===== src/design/ectd_pkg.sv =====
// ----------------------------------------------------------------------------
// ectd_pkg: shared definitions for the editable clock
// Event codes, selection codes, register indexes, display characters,
// state bundles and the small decimal helpers used by the display logic.
// ----------------------------------------------------------------------------
package ectd_pkg;

  // Event codes carried in the func field.
  typedef enum logic [1:0] {
    FUNC_TICK   = 2'd0,
    FUNC_DIGIT  = 2'd1,
    FUNC_COMMIT = 2'd2,
    FUNC_MODE   = 2'd3
  } func_e;

  // Selection codes: commit target or display mode.
  localparam logic [1:0] SEL_NORMAL  = 2'd0;
  localparam logic [1:0] SEL_HOURS   = 2'd1;
  localparam logic [1:0] SEL_MINUTES = 2'd2;
  localparam logic [1:0] SEL_SECONDS = 2'd3;

  // Configuration register indexes.
  localparam int unsigned CFG_IDX_W = 8;
  localparam logic [CFG_IDX_W-1:0] CFG_TICKS_PER_STEP   = 8'd0;
  localparam logic [CFG_IDX_W-1:0] CFG_TICKS_PER_SECOND = 8'd1;

  localparam logic [7:0] TICKS_PER_STEP_RST   = 8'd10;
  localparam logic [7:0] TICKS_PER_SECOND_RST = 8'd100;

  // Time limits.
  localparam logic [4:0] HOURS_MAX   = 5'd23;
  localparam logic [5:0] MINUTES_MAX = 6'd59;
  localparam logic [5:0] SECONDS_MAX = 6'd59;
  localparam logic [7:0] ENTRY_SAT   = 8'd255;
  localparam logic [3:0] DIGIT_MAX   = 4'd9;

  // ASCII characters used on the display.
  localparam logic [6:0] CH_SPACE  = 7'd32;
  localparam logic [6:0] CH_ZERO   = 7'd48;
  localparam logic [6:0] CH_COLON  = 7'd58;
  localparam logic [6:0] CH_CURSOR = 7'd95;

  typedef logic [6:0] char_t;
  typedef char_t [7:0] chars_t;

  // One accepted event word.
  typedef struct packed {
    func_e      func;
    logic [3:0] digit;
    logic       first_digit;
    logic [1:0] selection;
  } event_t;

  // State seen by the display formatter.
  typedef struct packed {
    logic [4:0] hours;
    logic [5:0] minutes;
    logic [5:0] seconds;
    logic [7:0] entry;
    logic       entry_valid;
    logic       cursor;
    logic [1:0] mode;
  } disp_state_t;

  typedef struct packed {
    logic [3:0] tens;
    logic [3:0] ones;
  } digits_t;

  // Two low decimal digits of an 8-bit value, by reciprocal multiplication.
  // x * 205 >> 11 equals x / 10 for every 8-bit x.
  function automatic digits_t dec2(input logic [7:0] v);
    logic [15:0] p1;
    logic [4:0]  q1;
    logic [7:0]  r1;
    logic [12:0] p2;
    logic [1:0]  q2;
    logic [4:0]  r2;
    digits_t     d;
    p1 = {8'd0, v} * 16'd205;
    q1 = p1[15:11];
    r1 = v - ({3'd0, q1} * 8'd10);
    p2 = {8'd0, q1} * 13'd205;
    q2 = p2[12:11];
    r2 = q1 - ({3'd0, q2} * 5'd10);
    d.tens = r2[3:0];
    d.ones = r1[3:0];
    return d;
  endfunction

  function automatic char_t to_ascii(input logic [3:0] d);
    return CH_ZERO + {3'd0, d};
  endfunction

endpackage


===== src/design/ectd_intf.sv =====
// ----------------------------------------------------------------------------
// ectd_intf: channel interfaces of the editable clock
// Event input channel, result output channel and configuration write channel.
// ----------------------------------------------------------------------------

// Event channel: one word per tick, digit, commit or mode change.
interface ectd_evt_if;
  logic       valid;
  logic       ready;
  logic [1:0] func;
  logic [3:0] digit;
  logic       first_digit;
  logic [1:0] selection;

  modport source (output valid, func, digit, first_digit, selection, input ready);
  modport sink   (input valid, func, digit, first_digit, selection, output ready);
endinterface

// Result channel: one word per tick event.
interface ectd_res_if;
  logic       valid;
  logic       ready;
  logic       step_pulse;
  logic       second_pulse;
  logic [6:0] char0;
  logic [6:0] char1;
  logic [6:0] char2;
  logic [6:0] char3;
  logic [6:0] char4;
  logic [6:0] char5;
  logic [6:0] char6;
  logic [6:0] char7;

  modport source (output valid, step_pulse, second_pulse, char0, char1, char2, char3,
                  char4, char5, char6, char7, input ready);
  modport sink   (input valid, step_pulse, second_pulse, char0, char1, char2, char3,
                  char4, char5, char6, char7, output ready);
endinterface

// Configuration write channel.
interface ectd_cfg_if;
  logic       valid;
  logic       ready;
  logic [7:0] index;
  logic [7:0] data;

  modport source (output valid, index, data, input ready);
  modport sink   (input valid, index, data, output ready);
endinterface


===== src/design/ectd_divider.sv =====
// ----------------------------------------------------------------------------
// ectd_divider: tick divider
// Counts base ticks and flags the tick on which the count reaches the limit.
// ----------------------------------------------------------------------------
module ectd_divider (
  input  logic       clk_i,
  input  logic       rst_ni,
  input  logic       tick_i,
  input  logic [7:0] limit_i,
  output logic       wrap_o
);

  logic [7:0] count_q;
  logic [7:0] count_d;
  logic [7:0] count_inc;

  // The count wraps once the incremented value reaches or passes the limit.
  assign count_inc = count_q + 8'd1;
  assign wrap_o    = (count_inc >= limit_i);

  always_comb begin
    count_d = count_q;
    if (tick_i) begin
      count_d = wrap_o ? 8'd0 : count_inc;
    end
  end

  always_ff @(posedge clk_i or negedge rst_ni) begin
    if (!rst_ni) begin
      count_q <= 8'd0;
    end else begin
      count_q <= count_d;
    end
  end

endmodule


===== src/design/ectd_display.sv =====
// ----------------------------------------------------------------------------
// ectd_display: hh:mm:ss display formatter
// Forms the eight display characters from the time and the edit state.
// ----------------------------------------------------------------------------
module ectd_display (
  input  ectd_pkg::disp_state_t st_i,
  output ectd_pkg::chars_t      chars_o
);

  ectd_pkg::digits_t hrs_dig;
  ectd_pkg::digits_t min_dig;
  ectd_pkg::digits_t sec_dig;
  ectd_pkg::digits_t ent_dig;
  ectd_pkg::char_t   cur_ch;
  ectd_pkg::char_t   edit_hi;
  ectd_pkg::char_t   edit_lo;

  assign hrs_dig = ectd_pkg::dec2({3'd0, st_i.hours});
  assign min_dig = ectd_pkg::dec2({2'd0, st_i.minutes});
  assign sec_dig = ectd_pkg::dec2({2'd0, st_i.seconds});
  assign ent_dig = ectd_pkg::dec2(st_i.entry);
  assign cur_ch  = st_i.cursor ? ectd_pkg::CH_CURSOR : ectd_pkg::CH_SPACE;

  // Edited field: cursor alone, cursor and one digit, or the entry's two low decimal digits.
  always_comb begin
    if (!st_i.entry_valid) begin
      edit_hi = ectd_pkg::CH_SPACE;
      edit_lo = cur_ch;
    end else if (st_i.entry < 8'd10) begin
      edit_hi = cur_ch;
      edit_lo = ectd_pkg::to_ascii(st_i.entry[3:0]);
    end else begin
      edit_hi = ectd_pkg::to_ascii(ent_dig.tens);
      edit_lo = ectd_pkg::to_ascii(ent_dig.ones);
    end
  end

  // Plain time, then the edited field laid over it.
  always_comb begin
    chars_o[0] = ectd_pkg::to_ascii(hrs_dig.tens);
    chars_o[1] = ectd_pkg::to_ascii(hrs_dig.ones);
    chars_o[2] = ectd_pkg::CH_COLON;
    chars_o[3] = ectd_pkg::to_ascii(min_dig.tens);
    chars_o[4] = ectd_pkg::to_ascii(min_dig.ones);
    chars_o[5] = ectd_pkg::CH_COLON;
    chars_o[6] = ectd_pkg::to_ascii(sec_dig.tens);
    chars_o[7] = ectd_pkg::to_ascii(sec_dig.ones);
    case (st_i.mode)
      ectd_pkg::SEL_HOURS: begin
        chars_o[0] = edit_hi;
        chars_o[1] = edit_lo;
      end
      ectd_pkg::SEL_MINUTES: begin
        chars_o[3] = edit_hi;
        chars_o[4] = edit_lo;
      end
      ectd_pkg::SEL_SECONDS: begin
        chars_o[6] = edit_hi;
        chars_o[7] = edit_lo;
      end
      default: begin
      end
    endcase
  end

endmodule


===== src/design/editable_clock_with_tick_divider_unit.sv =====
// ----------------------------------------------------------------------------
// editable_clock_with_tick_divider_unit: editable hh:mm:ss clock
// Tick dividers, time counters, entry editing and display output.
// ----------------------------------------------------------------------------
// Usage:
//   evt_i carries event words: base tick, digit entry, field commit or
//   display-mode change. Only a tick word produces a result word on res_o,
//   holding the step and second pulses and the eight display characters
//   (all zero when no second elapsed). cfg_i writes the two divider limits
//   and is always ready; write it only while the block is idle.
//   An accepted word lands in an input register; when it leaves that
//   register its state update is applied and, for a tick, the result
//   word is loaded into the output register. A tick word leaves the
//   input register only while the output register is free or read.
//   One word per cycle is sustained while the receiver takes results:
//   every event updates the state through short logic from the input
//   register to the state and output registers.
//   When the receiver stalls, the output register holds its word and one
//   more word waits in the input register; a tick word then stalls evt_i,
//   while other event words keep flowing.
//   Reset clears the time, the dividers, the entry and the cursor, selects
//   normal mode and loads limits of 10 and 100 ticks.
// ----------------------------------------------------------------------------
module editable_clock_with_tick_divider_unit (
  input  logic       clk_i,
  input  logic       rst_ni,
  ectd_evt_if.sink   evt_i,
  ectd_res_if.source res_o,
  ectd_cfg_if.sink   cfg_i
);

  // Configuration registers.
  logic [7:0] tps_step_q;
  logic [7:0] tps_sec_q;

  assign cfg_i.ready = 1'b1;

  always_ff @(posedge clk_i or negedge rst_ni) begin
    if (!rst_ni) begin
      tps_step_q <= ectd_pkg::TICKS_PER_STEP_RST;
      tps_sec_q  <= ectd_pkg::TICKS_PER_SECOND_RST;
    end else if (cfg_i.valid && cfg_i.ready) begin
      if (cfg_i.index == ectd_pkg::CFG_TICKS_PER_STEP) begin
        tps_step_q <= cfg_i.data;
      end
      if (cfg_i.index == ectd_pkg::CFG_TICKS_PER_SECOND) begin
        tps_sec_q <= cfg_i.data;
      end
    end
  end

  // Input register.
  logic                stg_valid_q;
  ectd_pkg::event_t    stg_q;
  logic                stg_fire;
  logic                stg_tick;
  logic                res_valid_q;
  logic                evt_take;

  assign stg_tick = (stg_q.func == ectd_pkg::FUNC_TICK);
  assign stg_fire = stg_valid_q && (!stg_tick || !res_valid_q || res_o.ready);
  assign evt_i.ready = !stg_valid_q || stg_fire;
  assign evt_take = evt_i.valid && evt_i.ready;

  always_ff @(posedge clk_i or negedge rst_ni) begin
    if (!rst_ni) begin
      stg_valid_q <= 1'b0;
    end else if (evt_i.ready) begin
      stg_valid_q <= evt_i.valid;
    end
  end

  always_ff @(posedge clk_i) begin
    if (evt_take) begin
      stg_q.func        <= ectd_pkg::func_e'(evt_i.func);
      stg_q.digit       <= evt_i.digit;
      stg_q.first_digit <= evt_i.first_digit;
      stg_q.selection   <= evt_i.selection;
    end
  end

  // Tick dividers.
  logic tick_fire;
  logic step_wrap;
  logic sec_wrap;

  assign tick_fire = stg_fire && stg_tick;

  ectd_divider u_step_div (
    .clk_i   (clk_i),
    .rst_ni  (rst_ni),
    .tick_i  (tick_fire),
    .limit_i (tps_step_q),
    .wrap_o  (step_wrap)
  );

  ectd_divider u_sec_div (
    .clk_i   (clk_i),
    .rst_ni  (rst_ni),
    .tick_i  (tick_fire),
    .limit_i (tps_sec_q),
    .wrap_o  (sec_wrap)
  );

  // Clock and edit state.
  logic [4:0] hours_q,   hours_d;
  logic [5:0] minutes_q, minutes_d;
  logic [5:0] seconds_q, seconds_d;
  logic [7:0] entry_q,   entry_d;
  logic       entry_vld_q, entry_vld_d;
  logic       cursor_q,  cursor_d;
  logic [1:0] mode_q,    mode_d;
  logic [11:0] entry_app;

  // Display formed with the toggled cursor and the time before this second.
  ectd_pkg::disp_state_t disp_st;
  ectd_pkg::chars_t      disp_chars;

  assign disp_st.hours       = hours_q;
  assign disp_st.minutes     = minutes_q;
  assign disp_st.seconds     = seconds_q;
  assign disp_st.entry       = entry_q;
  assign disp_st.entry_valid = entry_vld_q;
  assign disp_st.cursor      = !cursor_q;
  assign disp_st.mode        = mode_q;

  ectd_display u_display (
    .st_i    (disp_st),
    .chars_o (disp_chars)
  );

  assign entry_app = ({4'd0, entry_q} * 12'd10) + {8'd0, stg_q.digit};

  // State update for the event in the input register.
  always_comb begin
    hours_d     = hours_q;
    minutes_d   = minutes_q;
    seconds_d   = seconds_q;
    entry_d     = entry_q;
    entry_vld_d = entry_vld_q;
    cursor_d    = cursor_q;
    mode_d      = mode_q;
    if (stg_fire) begin
      case (stg_q.func)
        ectd_pkg::FUNC_TICK: begin
          if (sec_wrap) begin
            cursor_d = !cursor_q;
            if (mode_q == ectd_pkg::SEL_NORMAL) begin
              entry_d     = 8'd0;
              entry_vld_d = 1'b0;
            end
            if (seconds_q >= ectd_pkg::SECONDS_MAX) begin
              seconds_d = 6'd0;
              if (minutes_q >= ectd_pkg::MINUTES_MAX) begin
                minutes_d = 6'd0;
                hours_d   = (hours_q >= ectd_pkg::HOURS_MAX) ? 5'd0 : hours_q + 5'd1;
              end else begin
                minutes_d = minutes_q + 6'd1;
              end
            end else begin
              seconds_d = seconds_q + 6'd1;
            end
          end
        end
        ectd_pkg::FUNC_DIGIT: begin
          // Digits above nine are dropped; appending saturates the entry.
          if (stg_q.digit <= ectd_pkg::DIGIT_MAX) begin
            if (stg_q.first_digit || !entry_vld_q) begin
              entry_d = {4'd0, stg_q.digit};
            end else begin
              entry_d = (entry_app > {4'd0, ectd_pkg::ENTRY_SAT}) ?
                        ectd_pkg::ENTRY_SAT : entry_app[7:0];
            end
            entry_vld_d = 1'b1;
          end
        end
        ectd_pkg::FUNC_COMMIT: begin
          // Only an in-range entry is stored; the entry itself is kept.
          if (entry_vld_q) begin
            case (stg_q.selection)
              ectd_pkg::SEL_HOURS: begin
                if (entry_q <= {3'd0, ectd_pkg::HOURS_MAX}) hours_d = entry_q[4:0];
              end
              ectd_pkg::SEL_MINUTES: begin
                if (entry_q <= {2'd0, ectd_pkg::MINUTES_MAX}) minutes_d = entry_q[5:0];
              end
              ectd_pkg::SEL_SECONDS: begin
                if (entry_q <= {2'd0, ectd_pkg::SECONDS_MAX}) seconds_d = entry_q[5:0];
              end
              default: begin
              end
            endcase
          end
        end
        ectd_pkg::FUNC_MODE: begin
          mode_d = stg_q.selection;
        end
        default: begin
        end
      endcase
    end
  end

  always_ff @(posedge clk_i or negedge rst_ni) begin
    if (!rst_ni) begin
      hours_q     <= 5'd0;
      minutes_q   <= 6'd0;
      seconds_q   <= 6'd0;
      entry_q     <= 8'd0;
      entry_vld_q <= 1'b0;
      cursor_q    <= 1'b0;
      mode_q      <= ectd_pkg::SEL_NORMAL;
    end else begin
      hours_q     <= hours_d;
      minutes_q   <= minutes_d;
      seconds_q   <= seconds_d;
      entry_q     <= entry_d;
      entry_vld_q <= entry_vld_d;
      cursor_q    <= cursor_d;
      mode_q      <= mode_d;
    end
  end

  // Output register.
  logic             res_step_q;
  logic             res_sec_q;
  ectd_pkg::chars_t res_chars_q;

  always_ff @(posedge clk_i or negedge rst_ni) begin
    if (!rst_ni) begin
      res_valid_q <= 1'b0;
    end else if (tick_fire) begin
      res_valid_q <= 1'b1;
    end else if (res_o.ready) begin
      res_valid_q <= 1'b0;
    end
  end

  always_ff @(posedge clk_i) begin
    if (tick_fire) begin
      res_step_q  <= step_wrap;
      res_sec_q   <= sec_wrap;
      res_chars_q <= sec_wrap ? disp_chars : '0;
    end
  end

  assign res_o.valid        = res_valid_q;
  assign res_o.step_pulse   = res_step_q;
  assign res_o.second_pulse = res_sec_q;
  assign res_o.char0        = res_chars_q[0];
  assign res_o.char1        = res_chars_q[1];
  assign res_o.char2        = res_chars_q[2];
  assign res_o.char3        = res_chars_q[3];
  assign res_o.char4        = res_chars_q[4];
  assign res_o.char5        = res_chars_q[5];
  assign res_o.char6        = res_chars_q[6];
  assign res_o.char7        = res_chars_q[7];

`ifndef ASSERT_OFF
  // The time never leaves its legal range.
  a_time_range: assert property (@(posedge clk_i) disable iff (!rst_ni)
    hours_q <= ectd_pkg::HOURS_MAX && minutes_q <= ectd_pkg::MINUTES_MAX &&
    seconds_q <= ectd_pkg::SECONDS_MAX)
    else $error("time value out of range");

  // A new result word follows a tick leaving the input register.
  a_res_from_tick: assert property (@(posedge clk_i) disable iff (!rst_ni)
    $rose(res_valid_q) |-> $past(tick_fire))
    else $error("result word without a tick");

  // A second result carries both colons; otherwise the display is blank.
  a_colons: assert property (@(posedge clk_i) disable iff (!rst_ni)
    res_valid_q && res_sec_q |->
      res_chars_q[2] == ectd_pkg::CH_COLON && res_chars_q[5] == ectd_pkg::CH_COLON)
    else $error("display colons missing");

  a_blank: assert property (@(posedge clk_i) disable iff (!rst_ni)
    res_valid_q && !res_sec_q |-> res_chars_q == '0)
    else $error("display not blank without a second pulse");
`endif

endmodule

===== src/flat_wrapper.sv =====
// flat-port wrapper written by rule: the top's interface ports become plain ports
module editable_clock_with_tick_divider_unit_flat 
  (clk_i, rst_ni, evt_i_valid, evt_i_func, evt_i_digit, evt_i_first_digit, evt_i_selection, evt_i_ready, res_o_valid, res_o_step_pulse, res_o_second_pulse, res_o_char0, res_o_char1, res_o_char2, res_o_char3, res_o_char4, res_o_char5, res_o_char6, res_o_char7, res_o_ready, cfg_i_valid, cfg_i_index, cfg_i_data, cfg_i_ready);
  ectd_evt_if evt_i_i ();
  ectd_res_if res_o_i ();
  ectd_cfg_if cfg_i_i ();
  input  logic clk_i;
  input  logic rst_ni;
  input wire logic [$bits(evt_i_i.valid)-1:0] evt_i_valid;
  input wire logic [$bits(evt_i_i.func)-1:0] evt_i_func;
  input wire logic [$bits(evt_i_i.digit)-1:0] evt_i_digit;
  input wire logic [$bits(evt_i_i.first_digit)-1:0] evt_i_first_digit;
  input wire logic [$bits(evt_i_i.selection)-1:0] evt_i_selection;
  output wire logic [$bits(evt_i_i.ready)-1:0] evt_i_ready;
  output wire logic [$bits(res_o_i.valid)-1:0] res_o_valid;
  output wire logic [$bits(res_o_i.step_pulse)-1:0] res_o_step_pulse;
  output wire logic [$bits(res_o_i.second_pulse)-1:0] res_o_second_pulse;
  output wire logic [$bits(res_o_i.char0)-1:0] res_o_char0;
  output wire logic [$bits(res_o_i.char1)-1:0] res_o_char1;
  output wire logic [$bits(res_o_i.char2)-1:0] res_o_char2;
  output wire logic [$bits(res_o_i.char3)-1:0] res_o_char3;
  output wire logic [$bits(res_o_i.char4)-1:0] res_o_char4;
  output wire logic [$bits(res_o_i.char5)-1:0] res_o_char5;
  output wire logic [$bits(res_o_i.char6)-1:0] res_o_char6;
  output wire logic [$bits(res_o_i.char7)-1:0] res_o_char7;
  input wire logic [$bits(res_o_i.ready)-1:0] res_o_ready;
  input wire logic [$bits(cfg_i_i.valid)-1:0] cfg_i_valid;
  input wire logic [$bits(cfg_i_i.index)-1:0] cfg_i_index;
  input wire logic [$bits(cfg_i_i.data)-1:0] cfg_i_data;
  output wire logic [$bits(cfg_i_i.ready)-1:0] cfg_i_ready;
  assign evt_i_i.valid = evt_i_valid;
  assign evt_i_i.func = evt_i_func;
  assign evt_i_i.digit = evt_i_digit;
  assign evt_i_i.first_digit = evt_i_first_digit;
  assign evt_i_i.selection = evt_i_selection;
  assign evt_i_ready = evt_i_i.ready;
  assign res_o_valid = res_o_i.valid;
  assign res_o_step_pulse = res_o_i.step_pulse;
  assign res_o_second_pulse = res_o_i.second_pulse;
  assign res_o_char0 = res_o_i.char0;
  assign res_o_char1 = res_o_i.char1;
  assign res_o_char2 = res_o_i.char2;
  assign res_o_char3 = res_o_i.char3;
  assign res_o_char4 = res_o_i.char4;
  assign res_o_char5 = res_o_i.char5;
  assign res_o_char6 = res_o_i.char6;
  assign res_o_char7 = res_o_i.char7;
  assign res_o_i.ready = res_o_ready;
  assign cfg_i_i.valid = cfg_i_valid;
  assign cfg_i_i.index = cfg_i_index;
  assign cfg_i_i.data = cfg_i_data;
  assign cfg_i_ready = cfg_i_i.ready;
  editable_clock_with_tick_divider_unit u_core (.clk_i(clk_i), .rst_ni(rst_ni), .evt_i(evt_i_i), .res_o(res_o_i), .cfg_i(cfg_i_i));
endmodule

===== config.mk =====
export PLATFORM = sky130hd
export DESIGN_NAME = editable_clock_with_tick_divider_unit_flat
export DESIGN_NICKNAME = d
export VERILOG_FILES = /design/src/design/ectd_pkg.sv /design/src/design/ectd_intf.sv /design/src/design/ectd_divider.sv /design/src/design/ectd_display.sv /design/src/design/editable_clock_with_tick_divider_unit.sv /design/src/flat_wrapper.sv
export SDC_FILE = /design/constraint.sdc
export NUM_CORES = 1
export LEC_CHECK = 0
export BUFFER_PORTS_ARGS = -buffer_cell sky130_fd_sc_hd__buf_2
export CORE_MARGIN = 5
export CORE_UTILIZATION = 40
export DETAILED_ROUTE_END_ITERATION = 6
export SLEW_MARGIN = 20
export SYNTH_ARGS = -nofsm -noshare
export SYNTH_HDL_FRONTEND = slang
export SYNTH_SLANG_ARGS = --single-unit

===== constraint.sdc =====
create_clock -name clk_i -period 10.7 [get_ports clk_i]
set_input_delay 0 -clock clk_i [delete_from_list [all_inputs] [get_ports clk_i]]
set_output_delay 0 -clock clk_i [all_outputs]
set_load 0.01 [all_outputs]

==> impl_metrics.csv, run 1 <==
group,metric,value,unit
run_status,status,"complete, no violations",
cells_and_area,layout_commonest_cell,"ha_1",
cells_and_area,layout-area-overhead-vs-synth,14.0,%
synthesis,synth_simple_gate_area_share,0.118,
grt,gr-total-overflow,0,
cells_and_area,nets,1381,
worst_setup_path,setup.reg_to_reg.worst_slack,2.54,ns
synthesis,synth_cells,1042,
floorplanning,core.rowCount,58,
synthesis,synth_adder_area_share,0.287,
detailed_routing,final_antenna_net_count,0,
floorplanning,fp.dieArea,0.0287,mm2
floorplanning,die_width,169,um
sta,period_minus_slack,8.16,ns
sta,unrepaired_setup_endpoints_after_global_routing,"false",
floorplanning,boundaryPins,91,
place,buffer_ports.inserted,83,
place,gp_routability_congestion,0.870,
synthesis,synth-edff-count,53,
clock_tree,clock_latency,0.42,ns
synthesis,ys_dominant_reg_cell,"dfrtp_1",
clock_tree,post_cts_buffers,0,
grt,antenna_found_initial,0,
worst_setup_path,crit_slowest_cell,"dfrtp_1",
synthesis,yosys_register_bits,116,
detailed_routing,viasPerCell,5.13,
place,detailed_place_hpwl,18200,um
floorplanning,core-area,0.0251,mm2
sta,finalHoldWorstSlack,0.0348,ns
clock_tree,post_cts_resized,0,
clock_tree,cts_made_buffers,17,
worst_setup_path,critPathKind,"flop to flop",
worst_setup_path,timing.critical_path.mode_cell,"ha_1",
synthesis,postSynthAreaPerCell,9.74,um2
sta,worst_slew_pin_slew,0.935,ns
sta,slew-limit-headroom,0.375,
cells_and_area,utilization,0.461,
worst_setup_path,setup.worst_path.end_class,"flop",
sta,final-max-slew-violation-count,0,
grt,first_global_vias,7516,
cells_and_area,antenna-diode-count,0,
floorplanning,start_util,0.404,
sta,final_hold_viol_count,0,
cells_and_area,layout_filler_cell_count,2441,
sta,timing.clock.skew,0.0167,ns
synthesis,yosysUniqueCellTypes,67,
synthesis,main_combinational_cell_family_by_area_after_synthesis,"adder cells",
synthesis,yosys.area_share.xor_xnor,0.0547,
detailed_routing,dr.pass1.iters,4,
cells_and_area,layout_common_cells,"185 x ha_1, 114 x inv_1, 95 x nand2_1",
clock_tree,cts-root-to-sink-buffers,2,
place,pre_cts_slack,2.55,ns
cells_and_area,layout-drive-gt1-share,0.137,
clock_tree,cts_tree,"yes",
synthesis,synth-compound-area-share,0.143,
clock_tree,clock-sinks,116,
detailed_routing,vias,7592,
floorplanning,die_h,169,um
sta,final.setup.tns,0,ns
cells_and_area,final_area,0.0116,mm2
detailed_routing,avgRoutedWirePerCell,15.6,um
worst_setup_path,crit_required,10.92,ns
power_and_ir_drop,static-leakage-power,5.76,nW
sta,period_share,0.763,
sta,final.setup.worst_slack,2.54,ns
place,dpl-instance-area,0.0108,mm2
synthesis,netlist_area_pre_place,0.0101,mm2
detailed_routing,totalWireLength,23000,um
grt,grt_first_pass_wirelength,37900,um
sta,setup-violations-final,0,
clock_tree,clock_input_transition_at_the_sequential_cells_of_the_worst_setup_and_hold_paths,0.07,ns
synthesis,asyncSetResetFlopFracSynth,0.543,
synthesis,yosysSeqAreaShare,0.313,
clock_tree,cts_max_level,4,
job,cap_viol_max_count,0,
detailed_routing,drt_drc,0,
worst_setup_path,startpoint_type_of_the_worst_setup_path,"flop",
worst_setup_path,crit_arrival,8.38,ns
grt,grt_util_all_layers,0.163,
synthesis,yosys-mux-area-fraction,0.0208,
sta,fmax,123,MHz
worst_hold_path,hp-class,"input port to flop",
synthesis,ys_warn_count,0,
grt,grt_start_max_net_pins,64,
detailed_routing,first_iter_violations,394,
clock_tree,hold_buffers,21,
worst_setup_path,path_max_fanout,13,
clock_tree,ctsRootBufferMaster,"clkbuf_16",
power_and_ir_drop,power_density,327,mW/mm2
power_and_ir_drop,worst_ir_drop_vdd,142,uV
worst_setup_path,cp_slowest_stage_delay,0.66,ns
-- logic make-up (layout without fill, tap and decap cells) --
family | count (synthesis) | in the layout
compound gates | 228 | 228
buf+inv | 154 | 256
mux | 19 | 19
other cells | 2 | 7
simple gates | 252 | 252
flops | 116 | 116
xor+xnor | 56 | 56
fa+ha+maj | 215 | 215
-- flip-flops by register name, summed over array words and instances (netlist names), 2 cells and up --
register,flops
u_core.tps_step_q,8
u_core.res_o.char6,7
u_core.res_o.char7,7
u_core.entry_q,8
u_core.minutes_q,6
u_core.res_o.char1,7
u_core.u_sec_div.count_q,8
u_core.hours_q,5
u_core.res_o.char3,7
u_core.res_o.char0,7
u_core.u_step_div.count_q,8
u_core.mode_q,2
u_core.stg_q,9
u_core.seconds_q,6
u_core.tps_sec_q,8
u_core.res_o.char4,7
-- layer usage --
layer / up-vias / GRT usage / share of wire
met5: - / 0 / 0
met4: 0 / 0.0448 / 0.019
met1: 3595 / 0.222 / 0.48
met2: 152 / 0.268 / 0.46
li1: 3823 / - / -
met3: 22 / 0.0314 / 0.041
-- stage by stage --
| stage | power, mW | std cells |
|---|---|---|
| 3_5_place_dp | 3.28 | 1426 |
| 3_3_place_gp | 3.21 | 1426 |
| 6_report | 3.78 | 1479 |
| 2_1_floorplan | 2.60 | 1047 |
| 4_1_cts | 3.83 | 1479 |
| 5_1_grt | 4.20 | 1479 |
-- final timing paths --
path,depth (start not counted),from,endpoint
min in group asynchronous,3,rst_ni,u_core.tps_step_q[4]
setup reg to reg,32,u_core.entry_q[2],u_core.res_o.char3[3]
setup / recovery,32,u_core.entry_q[2],u_core.res_o.char3[3]
hold reg to reg,2,u_core.tps_step_q[1],u_core.tps_step_q[1]
hold / removal,4,cfg_i_index[0],u_core.tps_step_q[1]
max in group asynchronous,3,rst_ni,u_core.entry_q[3]
-- synthesized netlist by cell type, drive strengths merged (14+ instances only) --
library cell / n / area (um2)
o21ai: 74 / 382
nor2b: 15 / 93.8
buf: 15 / 113
nor3: 15 / 75.1
a21oi: 68 / 340
ha: 185 / 2310
edfxtp: 53 / 1590
xor2: 17 / 168
xnor2: 37 / 343
fa: 30 / 601
inv: 117 / 439
clkbuf: 22 / 82.6
nand2: 95 / 357
mux2: 17 / 191
nand3: 21 / 105
dfrtp: 58 / 1450
a21o: 22 / 165
nor2: 52 / 195
nand2b: 14 / 87.6
-- critical path: cells and delay by family, from the launching register on --
kind / cells / cell delay, ns
AO/OA/AOI/OAI: 10 / 1.79
adder cells (fa/ha/maj): 10 / 3.81
XOR/XNOR: 5 / 0.78
flip-flops: 1 / 0.66
buffers and inverters: 5 / 0.25
AND/OR/NAND/NOR: 1 / 0.46
multiplexers: 1 / 0.18
-- report_power, final --
group	leakage, nW	switching (mW)	total [mW]	internal (mW)
logic	4.21	1.48	2.53	1.06
clock network	0.277	0.221	0.525	0.304
registers	1.27	0.137	0.727	0.590
-- area by class of cell --
| cell class | instances | area (um2) | share of cell area |
|---|---|---|---|
| Multi-Input combinational cell | 777 | 6360 | 0.550 |
| Sequential cell | 116 | 3170 | 0.274 |
| Timing Repair Buffer | 107 | 648 | 0.0560 |
| Clock buffer | 18 | 439 | 0.0380 |
| Inverter | 117 | 439 | 0.0380 |
| Tap cell | 330 | 413 | 0.0357 |
| Clock inverter | 14 | 97.6 | 0.00844 |
(Power assumes the default switching activity.)
==> run 2, diff against run 1 <==
--- a/config.mk
+++ b/config.mk
@@ -5,6 +5,7 @@
 export SDC_FILE = /design/constraint.sdc
 export NUM_CORES = 1
 export LEC_CHECK = 0
+export ABC_AREA = 1
 export BUFFER_PORTS_ARGS = -buffer_cell sky130_fd_sc_hd__buf_2
 export CORE_MARGIN = 5
 export CORE_UTILIZATION = 40
==> constraint.sdc (replaced) <==
create_clock -name clk_i -period 7.9 [get_ports clk_i]
set_input_delay 0 -clock clk_i [delete_from_list [all_inputs] [get_ports clk_i]]
set_output_delay 0 -clock clk_i [all_outputs]
set_load 0.01 [all_outputs]
==> run 2 against run 1 <==
  * Power up 38%
  * Routed wire length down 1.4%
  * Via count up 3.6%
  * Largest power group unchanged
  * Critical path depth up 7
  * Hold slack better by 0.10 ns
  * Clock-buffer cell count down 1
  * Maximum frequency up 10%
  * Worst setup slack worse by 2.0 ns
  * Critical endpoint unchanged
==> impl_metrics.csv, run 2 <==
group,metric,value,unit
sta,final.setup.tns,0,ns
grt,grt_start_max_net_pins,64,
worst_setup_path,critPathKind,"flop to flop",
worst_setup_path,crit_arrival,7.54,ns
place,gp_routability_congestion,0.877,
cells_and_area,layout-drive-gt1-share,0.125,
clock_tree,clock_latency,0.42,ns
cells_and_area,antenna-diode-count,0,
grt,antenna_found_initial,0,
grt,grt_util_all_layers,0.162,
sta,finalHoldWorstSlack,0.137,ns
detailed_routing,dr.pass1.iters,4,
synthesis,synth-edff-count,53,
sta,period_share,0.935,
synthesis,asyncSetResetFlopFracSynth,0.543,
job,cap_viol_max_count,0,
detailed_routing,viasPerCell,4.85,
worst_setup_path,startpoint_type_of_the_worst_setup_path,"flop",
power_and_ir_drop,power_density,446,mW/mm2
cells_and_area,nets,1525,
sta,worst_slew_pin_slew,0.886,ns
clock_tree,cts_made_buffers,17,
synthesis,most_common_cell_in_the_synthesized_netlist,"inv_1",
grt,gr-total-overflow,0,
detailed_routing,first_iter_violations,461,
sta,final_hold_viol_count,0,
clock_tree,ctsRootBufferMaster,"clkbuf_16",
sta,fmax,135,MHz
sta,period_minus_slack,7.39,ns
floorplanning,core-area,0.0251,mm2
place,buffer_ports.inserted,83,
detailed_routing,drt_drc,0,
synthesis,yosys.area.top_type_share,0.227,
grt,grt_first_pass_wirelength,38100,um
sta,unrepaired_setup_endpoints_after_global_routing,"false",
worst_setup_path,timing.critical_path.mode_cell,"inv_1",
synthesis,ys_dominant_reg_cell,"dfrtp_1",
synthesis,synth_top_area_cell,"ha_1",
cells_and_area,final_area,0.0117,mm2
synthesis,postSynthAreaPerCell,8.69,um2
clock_tree,cts_tree,"yes",
clock_tree,clock-sinks,116,
synthesis,yosys_register_bits,116,
sta,final-max-slew-violation-count,0,
cells_and_area,layout_common_cells,"232 x inv_1, 195 x nand2_1, 185 x ha_1",
cells_and_area,max_ffs_per_register,9,
cells_and_area,multi_input_comb_area,0.00599,mm2
floorplanning,die_width,170,um
clock_tree,post_cts_buffers,0,
synthesis,yosysUniqueCellTypes,56,
synthesis,ys_warn_count,0,
floorplanning,die_h,170,um
power_and_ir_drop,static-leakage-power,6.16,nW
sta,final.setup.worst_slack,0.512,ns
clock_tree,clock_input_transition_at_the_sequential_cells_of_the_worst_setup_and_hold_paths,0.06,ns
worst_setup_path,timing.reg2reg.worst_path_depth,39,
floorplanning,fp.dieArea,0.0288,mm2
detailed_routing,vias,7866,
worst_setup_path,path_max_fanout,10,
synthesis,netlist_area_pre_place,0.0102,mm2
sta,timing.clock.skew,0.0145,ns
power_and_ir_drop,worst_ir_drop_vdd,158,uV
place,detailed_place_hpwl,18200,um
worst_setup_path,cp_slowest_stage_delay,0.61,ns
synthesis,netlist_top_cells_count,"233 x inv_1, 195 x nand2_1, 185 x ha_1, 85 x o21ai_0",
sta,setup-violations-final,0,
worst_setup_path,setup.worst_path.end_class,"flop",
detailed_routing,totalWireLength,22700,um
clock_tree,cts_max_level,4,
floorplanning,start_util,0.406,
synthesis,yosysSeqAreaShare,0.312,
cells_and_area,layout-area-overhead-vs-synth,14.8,%
cells_and_area,layout_commonest_cell,"inv_1",
grt,first_global_vias,7697,
worst_setup_path,crit_slowest_cell,"dfrtp_1",
sta,slew-limit-headroom,0.407,
place,dpl-instance-area,0.0109,mm2
worst_setup_path,crit_required,8.06,ns
synthesis,synth.area.top_cells,"ha_1 23%, edfxtp_1 16%, dfrtp_1 14%",
detailed_routing,avgRoutedWirePerCell,14.0,um
worst_hold_path,hp-class,"input port to flop",
cells_and_area,ff_latch_area,0.00318,mm2
synthesis,synth_cells,1172,
place,pre_cts_slack,0.487,ns
floorplanning,boundaryPins,91,
run_status,status,"complete, no violations",
cells_and_area,layout_filler_cell_count,2429,
worst_hold_path,holdPathStages,4,
floorplanning,core.rowCount,58,
cells_and_area,largest-register,"u_core.stg_q",
detailed_routing,final_antenna_net_count,0,
clock_tree,cts-root-to-sink-buffers,2,
[run 2: cell count changes after synthesis, sizes merged, moves of 18 or more]
| cell | before | now |
|---|---|---|
| xnor2 | 37 | 11 |
| xor2 | 17 | 37 |
| nand2 | 95 | 205 |
| nand3 | 21 | 39 |
| inv | 117 | 237 |
| a21o | 22 | 4 |
| a21oi | 68 | 43 |
[run 2: path summary, 6_finish.rpt]
kind                                           endpoint  slack, ns                  from
max                               u_core.res_o.char3[3]       0.51     u_core.entry_q[5]
min                                 u_core.tps_sec_q[2]       0.14        cfg_i_index[0]
max reg2reg                       u_core.res_o.char3[3]       0.51     u_core.entry_q[5]
min reg2reg                        u_core.tps_step_q[4]       0.48  u_core.tps_step_q[4]
max in group asynchronous             u_core.entry_q[2]       6.98                rst_ni
min in group asynchronous  u_core.u_step_div.count_q[2]       0.31                rst_ni
[run 2: cell families after synthesis]
group           share of synthesized area
flops                               0.312
buf+inv                             0.102
other cells                      0.000737
simple gates                        0.151
mux                              0.000983
fa+ha+maj                           0.286
xor+xnor                           0.0446
compound gates                      0.103
[run 2: critical path: cells and delay by family (launching register included)]
family | cells | cell delay, ns
and+or+nand+nor | 14 | 1.17
adders and majority gates | 11 | 3.93
xor gates and xnor gates | 2 | 0.43
AOI/OAI and AO/OA | 1 | 0.23
DFF | 1 | 0.61
buffers and inverters | 11 | 0.76
[run 2: layout make-up]
cell class | instances | area share
clock inverter | 15 | 0.0129
multi-input combinational | 801 | 0.513
clock buffer | 17 | 0.0364
timing repair buffer | 107 | 0.0552
tap | 330 | 0.0353
sequential | 116 | 0.272
inverter | 237 | 0.0761
[run 2: metrics by stage]
stage                     utilization  power, mW  cells
final                           0.466       5.21   1623
after floorplan                     -       3.57   1177
after global routing            0.466       5.91   1623
after detailed placement        0.435       4.47   1571
after global placement          0.435       4.41   1571
after CTS                       0.466       5.28   1623
[run 2: what timing repair did]
item,4_1_cts,5_1_grt
setup endpoints to repair,0,3
hold buffers,20,0
gates resized for setup,0,1
hold endpoints to repair,85,0
[run 2: per-layer routing]
metal / vias to the layer above / share of wire / global-route usage
met5: - / 0 / 0
li1: 4065 / - / -
met1: 3634 / 0.51 / 0.234
met4: 0 / 0.0059 / 0.0312
met3: 15 / 0.043 / 0.0249
met2: 152 / 0.44 / 0.261
[run 2: report_power, final]
part           switching [mW]  internal, mW
logic                    2.09          1.34
clock network           0.291         0.465
registers               0.186         0.842
